## config.mk

```make
export PLATFORM = sky130hd
export DESIGN_NAME = open_file_refcount_table_core
export DESIGN_NICKNAME = d
export VERILOG_FILES = /design/src/rtl/ofrt_pkg.sv /design/src/rtl/ofrt_entry_ram.sv /design/src/rtl/open_file_refcount_table_core.sv
export SDC_FILE = /design/constraint.sdc
export NUM_CORES = 1
export LEC_CHECK = 0
export BUFFER_PORTS_ARGS = -buffer_cell sky130_fd_sc_hd__buf_4
export CORE_ASPECT_RATIO = 0.75
export CORE_UTILIZATION = 40
export DETAILED_ROUTE_END_ITERATION = 8
export PLACE_DENSITY_LB_ADDON = 0.15
export SETUP_SLACK_MARGIN = 0.4
export SYNTH_ARGS = -nofsm -noshare
export SYNTH_HDL_FRONTEND = slang
export SYNTH_SLANG_ARGS = --single-unit
```

## constraint.sdc

```tcl
create_clock -name clk_i -period 9.85 [get_ports clk_i]
set_input_delay 2.4625 -clock clk_i [delete_from_list [all_inputs] [get_ports clk_i]]
set_output_delay 2.4625 -clock clk_i [all_outputs]
set_load 0.005 [all_outputs]
```

## src/rtl/ofrt_pkg.sv

```systemverilog
// Shared codes for the open-file reference-count table.
// Request and status codes and the field widths of the stream payloads.
// No dependencies.
`default_nettype none

package ofrt_pkg;

  localparam int unsigned InodeW  = 32;
  localparam int unsigned FuncW   = 2;
  localparam int unsigned StatusW = 2;
  localparam int unsigned SlotW   = 4;
  localparam int unsigned FieldW  = 16;

  localparam logic [FuncW-1:0] FUNC_OPEN   = 2'd0;
  localparam logic [FuncW-1:0] FUNC_CLOSE  = 2'd1;
  localparam logic [FuncW-1:0] FUNC_LOOKUP = 2'd2;

  localparam logic [StatusW-1:0] ST_OK        = 2'd0;
  localparam logic [StatusW-1:0] ST_NOT_FOUND = 2'd1;
  localparam logic [StatusW-1:0] ST_INVALID   = 2'd2;
  localparam logic [StatusW-1:0] ST_FULL      = 2'd3;

  localparam logic [InodeW-1:0] ROOT_INODE  = 32'd0;
  localparam logic [InodeW-1:0] LIMIT_RESET = 32'd4096;

endpackage

`default_nettype wire

```

## src/rtl/ofrt_entry_ram.sv

```systemverilog
// Entry store of the open-file table: one write port, one read port.
// Read data registered. No dependencies.
`default_nettype none

module ofrt_entry_ram #(
  parameter int unsigned DEPTH  = 16,
  parameter int unsigned DATA_W = 64
) (
  input  wire logic                     clk_i,
  input  wire logic                     we_i,
  input  wire logic [$clog2(DEPTH)-1:0] waddr_i,
  input  wire logic [DATA_W-1:0]        wdata_i,
  input  wire logic [$clog2(DEPTH)-1:0] raddr_i,
  output logic      [DATA_W-1:0]        rdata_o
);

  logic [DATA_W-1:0] mem_q [DEPTH];

  always_ff @(posedge clk_i) begin
    if (we_i) begin
      mem_q[waddr_i] <= wdata_i;
    end
  end

  always_ff @(posedge clk_i) begin
    rdata_o <= mem_q[raddr_i];
  end

endmodule

`default_nettype wire

```

## src/rtl/open_file_refcount_table_core.sv

```systemverilog
// Open-file reference-count table, top level.
// Uses ofrt_pkg and the entry store ofrt_entry_ram.
//
// Usage
//   Requests arrive on the slave stream: s_tdata_i carries the inode number,
//   s_tuser_i the request code and the write flag. One result per request
//   leaves on the master stream with status, root flag, slot and counts.
//   inode_limit is written through cfg_we_i / cfg_wdata_i while idle.
// Timing
//   One request at a time. A table request reads every slot from the entry
//   store in turn (one read a cycle), then decides and writes one entry
//   back when an open finds or takes a slot or a close finds its slot;
//   the result is registered after that. Root and out-of-range requests
//   skip the scan and go straight to the emit state.
// Reset
//   Clears all valid bits at once (no clearing pass) and sets inode_limit
//   to 4096. Entry contents are left as they are.
// Back-pressure
//   The result waits in the output register while m_tready_i is low; the
//   next request is still taken and scanned, and only its result waits.
`default_nettype none

module open_file_refcount_table_core #(
  parameter int unsigned TABLE_ENTRIES = 16,
  parameter int unsigned COUNT_BITS    = 16
) (
  input  wire logic        clk_i,
  input  wire logic        rst_ni,
  // configuration: inode_limit
  input  wire logic        cfg_we_i,
  input  wire logic [31:0] cfg_wdata_i,
  // request stream
  input  wire logic        s_tvalid_i,
  output logic             s_tready_o,
  input  wire logic [31:0] s_tdata_i,  // [31:0] inode_number
  input  wire logic [2:0]  s_tuser_i,  // [1:0] func, [2] write_flag
  // result stream
  output logic             m_tvalid_o,
  input  wire logic        m_tready_i,
  output logic      [39:0] m_tdata_o,  // [3:0] slot_index, [19:4] open_count,
                                       // [35:20] writer_count, [39:36] zero
  output logic      [2:0]  m_tuser_o   // [1:0] status, [2] is_root
);

  import ofrt_pkg::*;

  localparam int unsigned IdxW = $clog2(TABLE_ENTRIES);
  localparam int unsigned CntW = IdxW + 1;
  localparam logic [COUNT_BITS-1:0] CountMax = '1;
  localparam logic [COUNT_BITS-1:0] CountOne = COUNT_BITS'(1);
  localparam logic [COUNT_BITS-1:0] CountZero = '0;
  localparam logic [IdxW-1:0] LastIdx = IdxW'(TABLE_ENTRIES - 1);

  typedef struct packed {
    logic [InodeW-1:0]     inode;
    logic [COUNT_BITS-1:0] opens;
    logic [COUNT_BITS-1:0] writers;
  } entry_t;

  typedef enum logic [1:0] {
    S_IDLE,
    S_SCAN,
    S_FINISH,
    S_EMIT
  } state_e;

  function automatic logic [COUNT_BITS-1:0] sat_inc(input logic [COUNT_BITS-1:0] v);
    sat_inc = (v == CountMax) ? v : v + CountOne;
  endfunction

  state_e state_q;

  logic [InodeW-1:0]        limit_q;
  logic [TABLE_ENTRIES-1:0] valid_q;

  // latched request
  logic [FuncW-1:0]  func_q;
  logic [InodeW-1:0] ino_q;
  logic              wr_q;

  // scan pipeline
  logic [CntW-1:0] rd_cnt_q;
  logic            cmp_vld_q;
  logic [IdxW-1:0] cmp_idx_q;
  logic            hit_q;
  logic [IdxW-1:0] hit_idx_q;
  entry_t          hit_ent_q;
  logic            free_q;
  logic [IdxW-1:0] free_idx_q;

  // pending result
  logic [StatusW-1:0]    res_status_q;
  logic                  res_root_q;
  logic [IdxW-1:0]       res_slot_q;
  logic [COUNT_BITS-1:0] res_open_q;
  logic [COUNT_BITS-1:0] res_wr_q;

  logic        m_tvalid_q;
  logic [39:0] m_tdata_q;
  logic [2:0]  m_tuser_q;

  logic s_fire;
  logic rd_issue;
  logic emit_go;

  entry_t ram_rdata;
  entry_t ram_wdata;
  logic   ram_we;
  logic [IdxW-1:0] ram_waddr;

  logic cmp_hit;
  logic cmp_free;

  // decision on the last scan results
  logic [StatusW-1:0]    fin_status;
  logic [IdxW-1:0]       fin_slot;
  logic [COUNT_BITS-1:0] fin_open;
  logic [COUNT_BITS-1:0] fin_wr;
  logic                  fin_set;
  logic                  fin_clr;

  assign s_tready_o = (state_q == S_IDLE);
  assign s_fire     = s_tvalid_i && s_tready_o;
  assign rd_issue   = (state_q == S_SCAN) && (rd_cnt_q < CntW'(TABLE_ENTRIES));
  assign emit_go    = (state_q == S_EMIT) && (!m_tvalid_q || m_tready_i);

  assign cmp_hit  = cmp_vld_q && valid_q[cmp_idx_q] && !hit_q && (ram_rdata.inode == ino_q);
  assign cmp_free = cmp_vld_q && !valid_q[cmp_idx_q] && !free_q;

  ofrt_entry_ram #(
    .DEPTH  (TABLE_ENTRIES),
    .DATA_W ($bits(entry_t))
  ) u_entry_ram (
    .clk_i   (clk_i),
    .we_i    (ram_we),
    .waddr_i (ram_waddr),
    .wdata_i (ram_wdata),
    .raddr_i (rd_cnt_q[IdxW-1:0]),
    .rdata_o (ram_rdata)
  );

  always_comb begin
    fin_status = ST_OK;
    fin_slot   = hit_idx_q;
    fin_open   = hit_ent_q.opens;
    fin_wr     = hit_ent_q.writers;
    fin_set    = 1'b0;
    fin_clr    = 1'b0;
    ram_we     = 1'b0;
    ram_waddr  = hit_idx_q;
    ram_wdata  = hit_ent_q;
    case (func_q)
      FUNC_OPEN: begin
        if (hit_q) begin
          fin_open = sat_inc(hit_ent_q.opens);
          fin_wr   = wr_q ? sat_inc(hit_ent_q.writers) : hit_ent_q.writers;
          ram_we   = 1'b1;
        end else if (free_q) begin
          fin_slot  = free_idx_q;
          fin_open  = CountOne;
          fin_wr    = wr_q ? CountOne : CountZero;
          fin_set   = 1'b1;
          ram_we    = 1'b1;
          ram_waddr = free_idx_q;
        end else begin
          fin_status = ST_FULL;
        end
      end
      FUNC_CLOSE: begin
        if (hit_q) begin
          if (wr_q && (hit_ent_q.writers != CountZero)) begin
            fin_wr = hit_ent_q.writers - CountOne;
          end
          if (hit_ent_q.opens != CountZero) begin
            fin_open = hit_ent_q.opens - CountOne;
          end
          fin_clr = (fin_open == CountZero);
          ram_we  = 1'b1;
        end else begin
          fin_status = ST_NOT_FOUND;
        end
      end
      default: begin
        // lookup, and the unused code treated alike
        if (!hit_q) begin
          fin_status = ST_NOT_FOUND;
        end
      end
    endcase
    ram_we            = ram_we && (state_q == S_FINISH);
    ram_wdata.inode   = ino_q;
    ram_wdata.opens   = fin_open;
    ram_wdata.writers = fin_wr;
    if (fin_status != ST_OK) begin
      fin_slot = '0;
      fin_open = '0;
      fin_wr   = '0;
    end
  end

  // control state, valid bits, config and output handshake
  always_ff @(posedge clk_i or negedge rst_ni) begin
    if (!rst_ni) begin
      state_q    <= S_IDLE;
      limit_q    <= LIMIT_RESET;
      valid_q    <= '0;
      rd_cnt_q   <= '0;
      cmp_vld_q  <= 1'b0;
      hit_q      <= 1'b0;
      free_q     <= 1'b0;
      m_tvalid_q <= 1'b0;
    end else begin
      if (cfg_we_i) begin
        limit_q <= cfg_wdata_i;
      end
      // a new result replaces the one leaving in the same cycle
      if (emit_go) begin
        m_tvalid_q <= 1'b1;
      end else if (m_tready_i) begin
        m_tvalid_q <= 1'b0;
      end
      cmp_vld_q <= rd_issue;
      if (rd_issue) begin
        rd_cnt_q <= rd_cnt_q + CntW'(1);
      end
      if (cmp_hit) begin
        hit_q <= 1'b1;
      end
      if (cmp_free) begin
        free_q <= 1'b1;
      end
      case (state_q)
        S_IDLE: begin
          if (s_fire) begin
            rd_cnt_q <= '0;
            hit_q    <= 1'b0;
            free_q   <= 1'b0;
            if ((s_tdata_i == ROOT_INODE) || (s_tdata_i >= limit_q)) begin
              state_q <= S_EMIT;
            end else begin
              state_q <= S_SCAN;
            end
          end
        end
        S_SCAN: begin
          if (cmp_vld_q && (cmp_idx_q == LastIdx)) begin
            state_q <= S_FINISH;
          end
        end
        S_FINISH: begin
          if (fin_set) begin
            valid_q[free_idx_q] <= 1'b1;
          end
          if (fin_clr) begin
            valid_q[hit_idx_q] <= 1'b0;
          end
          state_q <= S_EMIT;
        end
        S_EMIT: begin
          if (emit_go) begin
            state_q <= S_IDLE;
          end
        end
        default: begin
          state_q <= S_IDLE;
        end
      endcase
    end
  end

  // payload registers
  always_ff @(posedge clk_i) begin
    if (s_fire) begin
      func_q       <= s_tuser_i[1:0];
      ino_q        <= s_tdata_i;
      wr_q         <= s_tuser_i[2];
      res_root_q   <= (s_tdata_i == ROOT_INODE);
      res_status_q <= (s_tdata_i == ROOT_INODE) ? ST_OK : ST_INVALID;
      res_slot_q   <= '0;
      res_open_q   <= '0;
      res_wr_q     <= '0;
    end
    if (rd_issue) begin
      cmp_idx_q <= rd_cnt_q[IdxW-1:0];
    end
    if (cmp_hit) begin
      hit_idx_q <= cmp_idx_q;
      hit_ent_q <= ram_rdata;
    end
    if (cmp_free) begin
      free_idx_q <= cmp_idx_q;
    end
    if (state_q == S_FINISH) begin
      res_status_q <= fin_status;
      res_root_q   <= 1'b0;
      res_slot_q   <= fin_slot;
      res_open_q   <= fin_open;
      res_wr_q     <= fin_wr;
    end
    if (emit_go) begin
      m_tdata_q <= {4'b0000, FieldW'(res_wr_q), FieldW'(res_open_q), SlotW'(res_slot_q)};
      m_tuser_q <= {res_root_q, res_status_q};
    end
  end

  assign m_tvalid_o = m_tvalid_q;
  assign m_tdata_o  = m_tdata_q;
  assign m_tuser_o  = m_tuser_q;

endmodule

`default_nettype wire

```

==> Implementation_results.wiki <==
{| class="wikitable"
! Metric !! Value
|-
| Clock latency reported for the late side of the worst-skew pair || around 760 ps
|-
| Remaining number of nets flagged by the antenna check after routing || 0
|-
| Number of rows in the core area || around 110
|-
| Number of levels the H-tree was split into || 4
|-
| Number of DRC markers after the initial detailed-route iteration || roughly 2.4k
|-
| Cell count of the worst reg-to-reg path || 8
|-
| # Post-CTS Setup Buffers || 0
|-
| Synth Warn # || 0
|-
| First-pass GRT wire length || between 150000 and 200000 um
|-
| Combined area of all synthesized cells || 51200 um2
|-
| Clock sinks || 1304
|-
| Pleak || 18.7 nW
|-
| Die H || about 310 um
|-
| Core Footprint || between 100000 and 150000 um2
|-
| VDD IR max || about 0.16 mV
|-
| Total global routing overflow || 0
|-
| Final slew viol count || 0
|-
| Hold Slack || just over 400 ps
|-
| Critical Path Source Type || flop
|-
| Number of buffers added on ports || around 110
|-
| Maximum clock insertion buffer count || 3
|-
| Worst hold path type || flop to flop
|-
| Endpoint required time on the critical path || just over 10000 ps
|-
| Final critical-path share of the clock period || 50.6%
|-
| RSZ-0062 raised after global routing || false
|-
| Critical Path AT || roughly 5400 ps
|-
| Worst slew margin relative to its limit || between 10% and 20%
|-
| Inserted Clock Buffers || 130
|-
| Detailed-route vias per instance || 5.72
|-
| Die area || around 130000 um2
|-
| Syn avg cell area || approximately 20 um2
|-
| Crit path capture type || flop
|-
| First drt pass iteration count || 7
|-
| Portion of the post-synthesis area used by sequential elements || around three quarters
|-
| Critical path fanouts, max || 36
|-
| Die Width || slightly above 400 um
|-
| Final hold viol count || 0
|-
| Total number of vias || approximately 26k
|-
| Clock period minus final worst setup slack || between 4000 and 5000 ps
|-
| Count of cells resized by post-cts repair || 0
|-
| Maximum capacitance violations || 0
|-
| Number of global-route vias before repair || between 20k and 30k
|-
| Cell at the root of the clock tree || sky130_fd_sc_hd__clkbuf_16
|-
| Biggest area consumer among synthesized cells || sky130_fd_sc_hd__edfxtp_1
|-
| Maximum achievable frequency || 201 MHz
|-
| Post-route clock skew || ~33 ps
|-
| Global router's overall resource usage || around 20%
|-
| Result of the run || finished, final reports clean
|-
| Number of different library cells in the post-synthesis netlist || 86
|-
| Hold-critical path depth || 0
|-
| Final layout net count || approximately 2.9k
|-
| Final HPWL from detailed placement || between 70000 and 80000 um
|-
| Antenna violations before repair || 5
|-
| Power Density || around 250 nW/um2
|-
| Worst slew pin tran || 1240 ps
|-
| Portion of synthesized cell area occupied by the leading cell type || roughly 69%
|-
| DR DRC count || 0
|-
| Main synth FF type || sky130_fd_sc_hd__edfxtp_1
|-
| Cells taking the most area after synthesis || sky130_fd_sc_hd__edfxtp_1 69%, sky130_fd_sc_hd__mux4_2 14%, sky130_fd_sc_hd__dfrtp_1 2.8%
|-
| Number of enable flip-flop cells after synthesis || 1180
|-
| Pin count of the biggest net entering global routing || 140
|-
| Total negative slack for setup checks || 0 ps
|-
| IO Pins || between 100 and 150
|-
| RD Place Congestion || ~0.85
|-
| Hold-fix buffer count after cts || 0
|-
| Average detailed-routed wire length per instance || about 28 um
|-
| Gate Count Post-Synth || between 2k and 3k
|-
| Initial cell density of the core || 40.4%
|-
| Critical path start-end classification || flop to flop
|-
| Layout area overhead || 14.5%
|-
| Clock tree from TritonCTS || built
|-
| Flop and latch count out of synthesis || about 1.3k
|-
| Final setup violation count || 0
|-
| Clock input transition at the sequential cells of the worst setup and hold paths || 60 ps
|-
| Layout cells sized above 1 || 26.8%
|-
| Drt total wl || 128000 um
|-
| Async set or reset register ratio after synthesis || under 10%
|}
per-layer routing:
layer	up-vias	share of wire (%)	track usage (%)
met5	-	0	0
met4	0	2.0	5.45
met3	172	5.5	3.02
met2	842	47	31.1
met1	13900	45	29.1
li1	11000	-	-
worst max-delay path, stage by stage, from the launching register on:
cell and delay, ps:
sky130_fd_sc_hd__edfxtp_1 350, sky130_fd_sc_hd__buf_4 260, sky130_fd_sc_hd__or2_2 570, sky130_fd_sc_hd__nor2_2 560, sky130_fd_sc_hd__mux2i_1 230, sky130_fd_sc_hd__nor4b_1 460
sky130_fd_sc_hd__nand2_1 330, sky130_fd_sc_hd__nor2_4 1030, sky130_fd_sc_hd__buf_4 730
cells by family (layout without fill, tap and decap cells):
family / Yosys count / count (layout) / share of synthesized area [%]
DFF: 1304 / 1304 / 74.6
adders and majority gates: 41 / 41 / 1.00
buffers and inverters: 184 / 465 / 1.45
other: 1 / 6 / 0.00732
muxes: 341 / 341 / 14.6
AOI/OAI and AO/OA: 248 / 248 / 3.26
and+or+nand+nor: 419 / 419 / 4.36
xor gates and xnor gates: 40 / 40 / 0.684
where the power goes:
| part | internal, mW | switching (mW) |
|---|---|---|
| logic | 1.39 | 1.42 |
| registers | 6.63 | 0.400 |
| clock network | 2.94 | 2.09 |
path summary, 6_finish.rpt:
path | from | to | slack [ps]
setup / recovery | func_q[1] | u_entry_ram.mem_q[10][3] | 4860
hold / removal | u_entry_ram.rdata_o[17] | hit_ent_q[17] | 400
setup reg to reg | func_q[1] | u_entry_ram.mem_q[10][3] | 4860
hold reg to reg | u_entry_ram.rdata_o[17] | hit_ent_q[17] | 400
max in group asynchronous | rst_ni | rd_cnt_q[1] | 7330
min in group asynchronous | rst_ni | limit_q[26] | 1850
layout by cell type (no fill, tap or decap), types with 8 or more instances in the layout:
cell type,n
sky130_fd_sc_hd__edfxtp_1,1180
sky130_fd_sc_hd__mux4_2,325
sky130_fd_sc_hd__buf_4,172
sky130_fd_sc_hd__clkbuf_16,135
sky130_fd_sc_hd__nand2_1,104
sky130_fd_sc_hd__dfxtp_1,65
sky130_fd_sc_hd__nor2_1,60
sky130_fd_sc_hd__a21oi_1,59
sky130_fd_sc_hd__o21ai_0,54
sky130_fd_sc_hd__dfrtp_1,54
sky130_fd_sc_hd__inv_1,51
sky130_fd_sc_hd__ha_1,41
sky130_fd_sc_hd__nor3_1,40
sky130_fd_sc_hd__clkbuf_1,39
sky130_fd_sc_hd__nand4_1,28
sky130_fd_sc_hd__nand3_1,28
sky130_fd_sc_hd__xor2_1,26
sky130_fd_sc_hd__and2_1,24
sky130_fd_sc_hd__nor4_1,23
sky130_fd_sc_hd__a31oi_1,18
sky130_fd_sc_hd__nor2_4,16
sky130_fd_sc_hd__clkinv_2,15
sky130_fd_sc_hd__xnor2_1,13
sky130_fd_sc_hd__clkinv_1,12
sky130_fd_sc_hd__bufinv_16,12
sky130_fd_sc_hd__nand2b_1,11
sky130_fd_sc_hd__nor3_2,11
sky130_fd_sc_hd__a21oi_2,11
sky130_fd_sc_hd__clkbuf_8,11
sky130_fd_sc_hd__a211oi_1,10
sky130_fd_sc_hd__o211ai_1,10
sky130_fd_sc_hd__nor2b_1,10
sky130_fd_sc_hd__mux2i_1,10
sky130_fd_sc_hd__and3_1,8
metrics by stage:
stage	utilization [%]	instances	setup WS (ps)	power, mW	cell area (um2)
after floorplan	-	2581	4360	8.91	51200
after global placement	42.8	4291	4740	9.99	54300
after detailed placement	42.8	4291	4830	10.0	54300
after CTS	46.2	4529	4860	15.1	58700
after global routing	46.2	4529	4610	15.5	58700
final	46.3	4531	4860	14.9	58700
cell usage after synthesis (20+ instances only):
cell                       count
sky130_fd_sc_hd__xor2_1       26
sky130_fd_sc_hd__mux4_2      325
sky130_fd_sc_hd__edfxtp_1   1180
sky130_fd_sc_hd__ha_1         41
sky130_fd_sc_hd__dfrtp_1      58
sky130_fd_sc_hd__nand4_1      28
sky130_fd_sc_hd__o21ai_0      54
sky130_fd_sc_hd__dfxtp_1      65
sky130_fd_sc_hd__nor4_1       24
sky130_fd_sc_hd__inv_1        51
sky130_fd_sc_hd__nor2_1       76
sky130_fd_sc_hd__and2_1       26
sky130_fd_sc_hd__a21oi_1      59
sky130_fd_sc_hd__nand3_1      28
sky130_fd_sc_hd__nor3_1       40
sky130_fd_sc_hd__buf_1        20
sky130_fd_sc_hd__a31oi_1      20
sky130_fd_sc_hd__clkbuf_1     91
sky130_fd_sc_hd__nand2_1     104
area by class of cell:
class / instances / area, um2
diodes: 2 / 5.00
clock buffers: 185 / 3680
clock inverters: 53 / 669
fillers: 10500 / 68200
inverters: 53 / 199
multi-input cells: 1093 / 12500
flip-flops and latches: 1304 / 38200
well taps: 1667 / 2090
repair buffers: 174 / 1330
registers in the layout (all words and copies together) (netlist names), 2 cells and up:
name                 flops
hit_ent_q               32
res_open_q              16
func_q                   2
res_slot_q               4
u_entry_ram.rdata_o     64
state_q                  2
u_entry_ram.mem_q     1024
limit_q                 32
res_status_q             2
hit_idx_q                4
valid_q                 16
ino_q                   32
rd_cnt_q                 5
m_tdata_o               36
m_tuser_o                3
res_wr_q                16
cmp_idx_q                4
free_idx_q               4
Power figures use the tool's default switching activity.
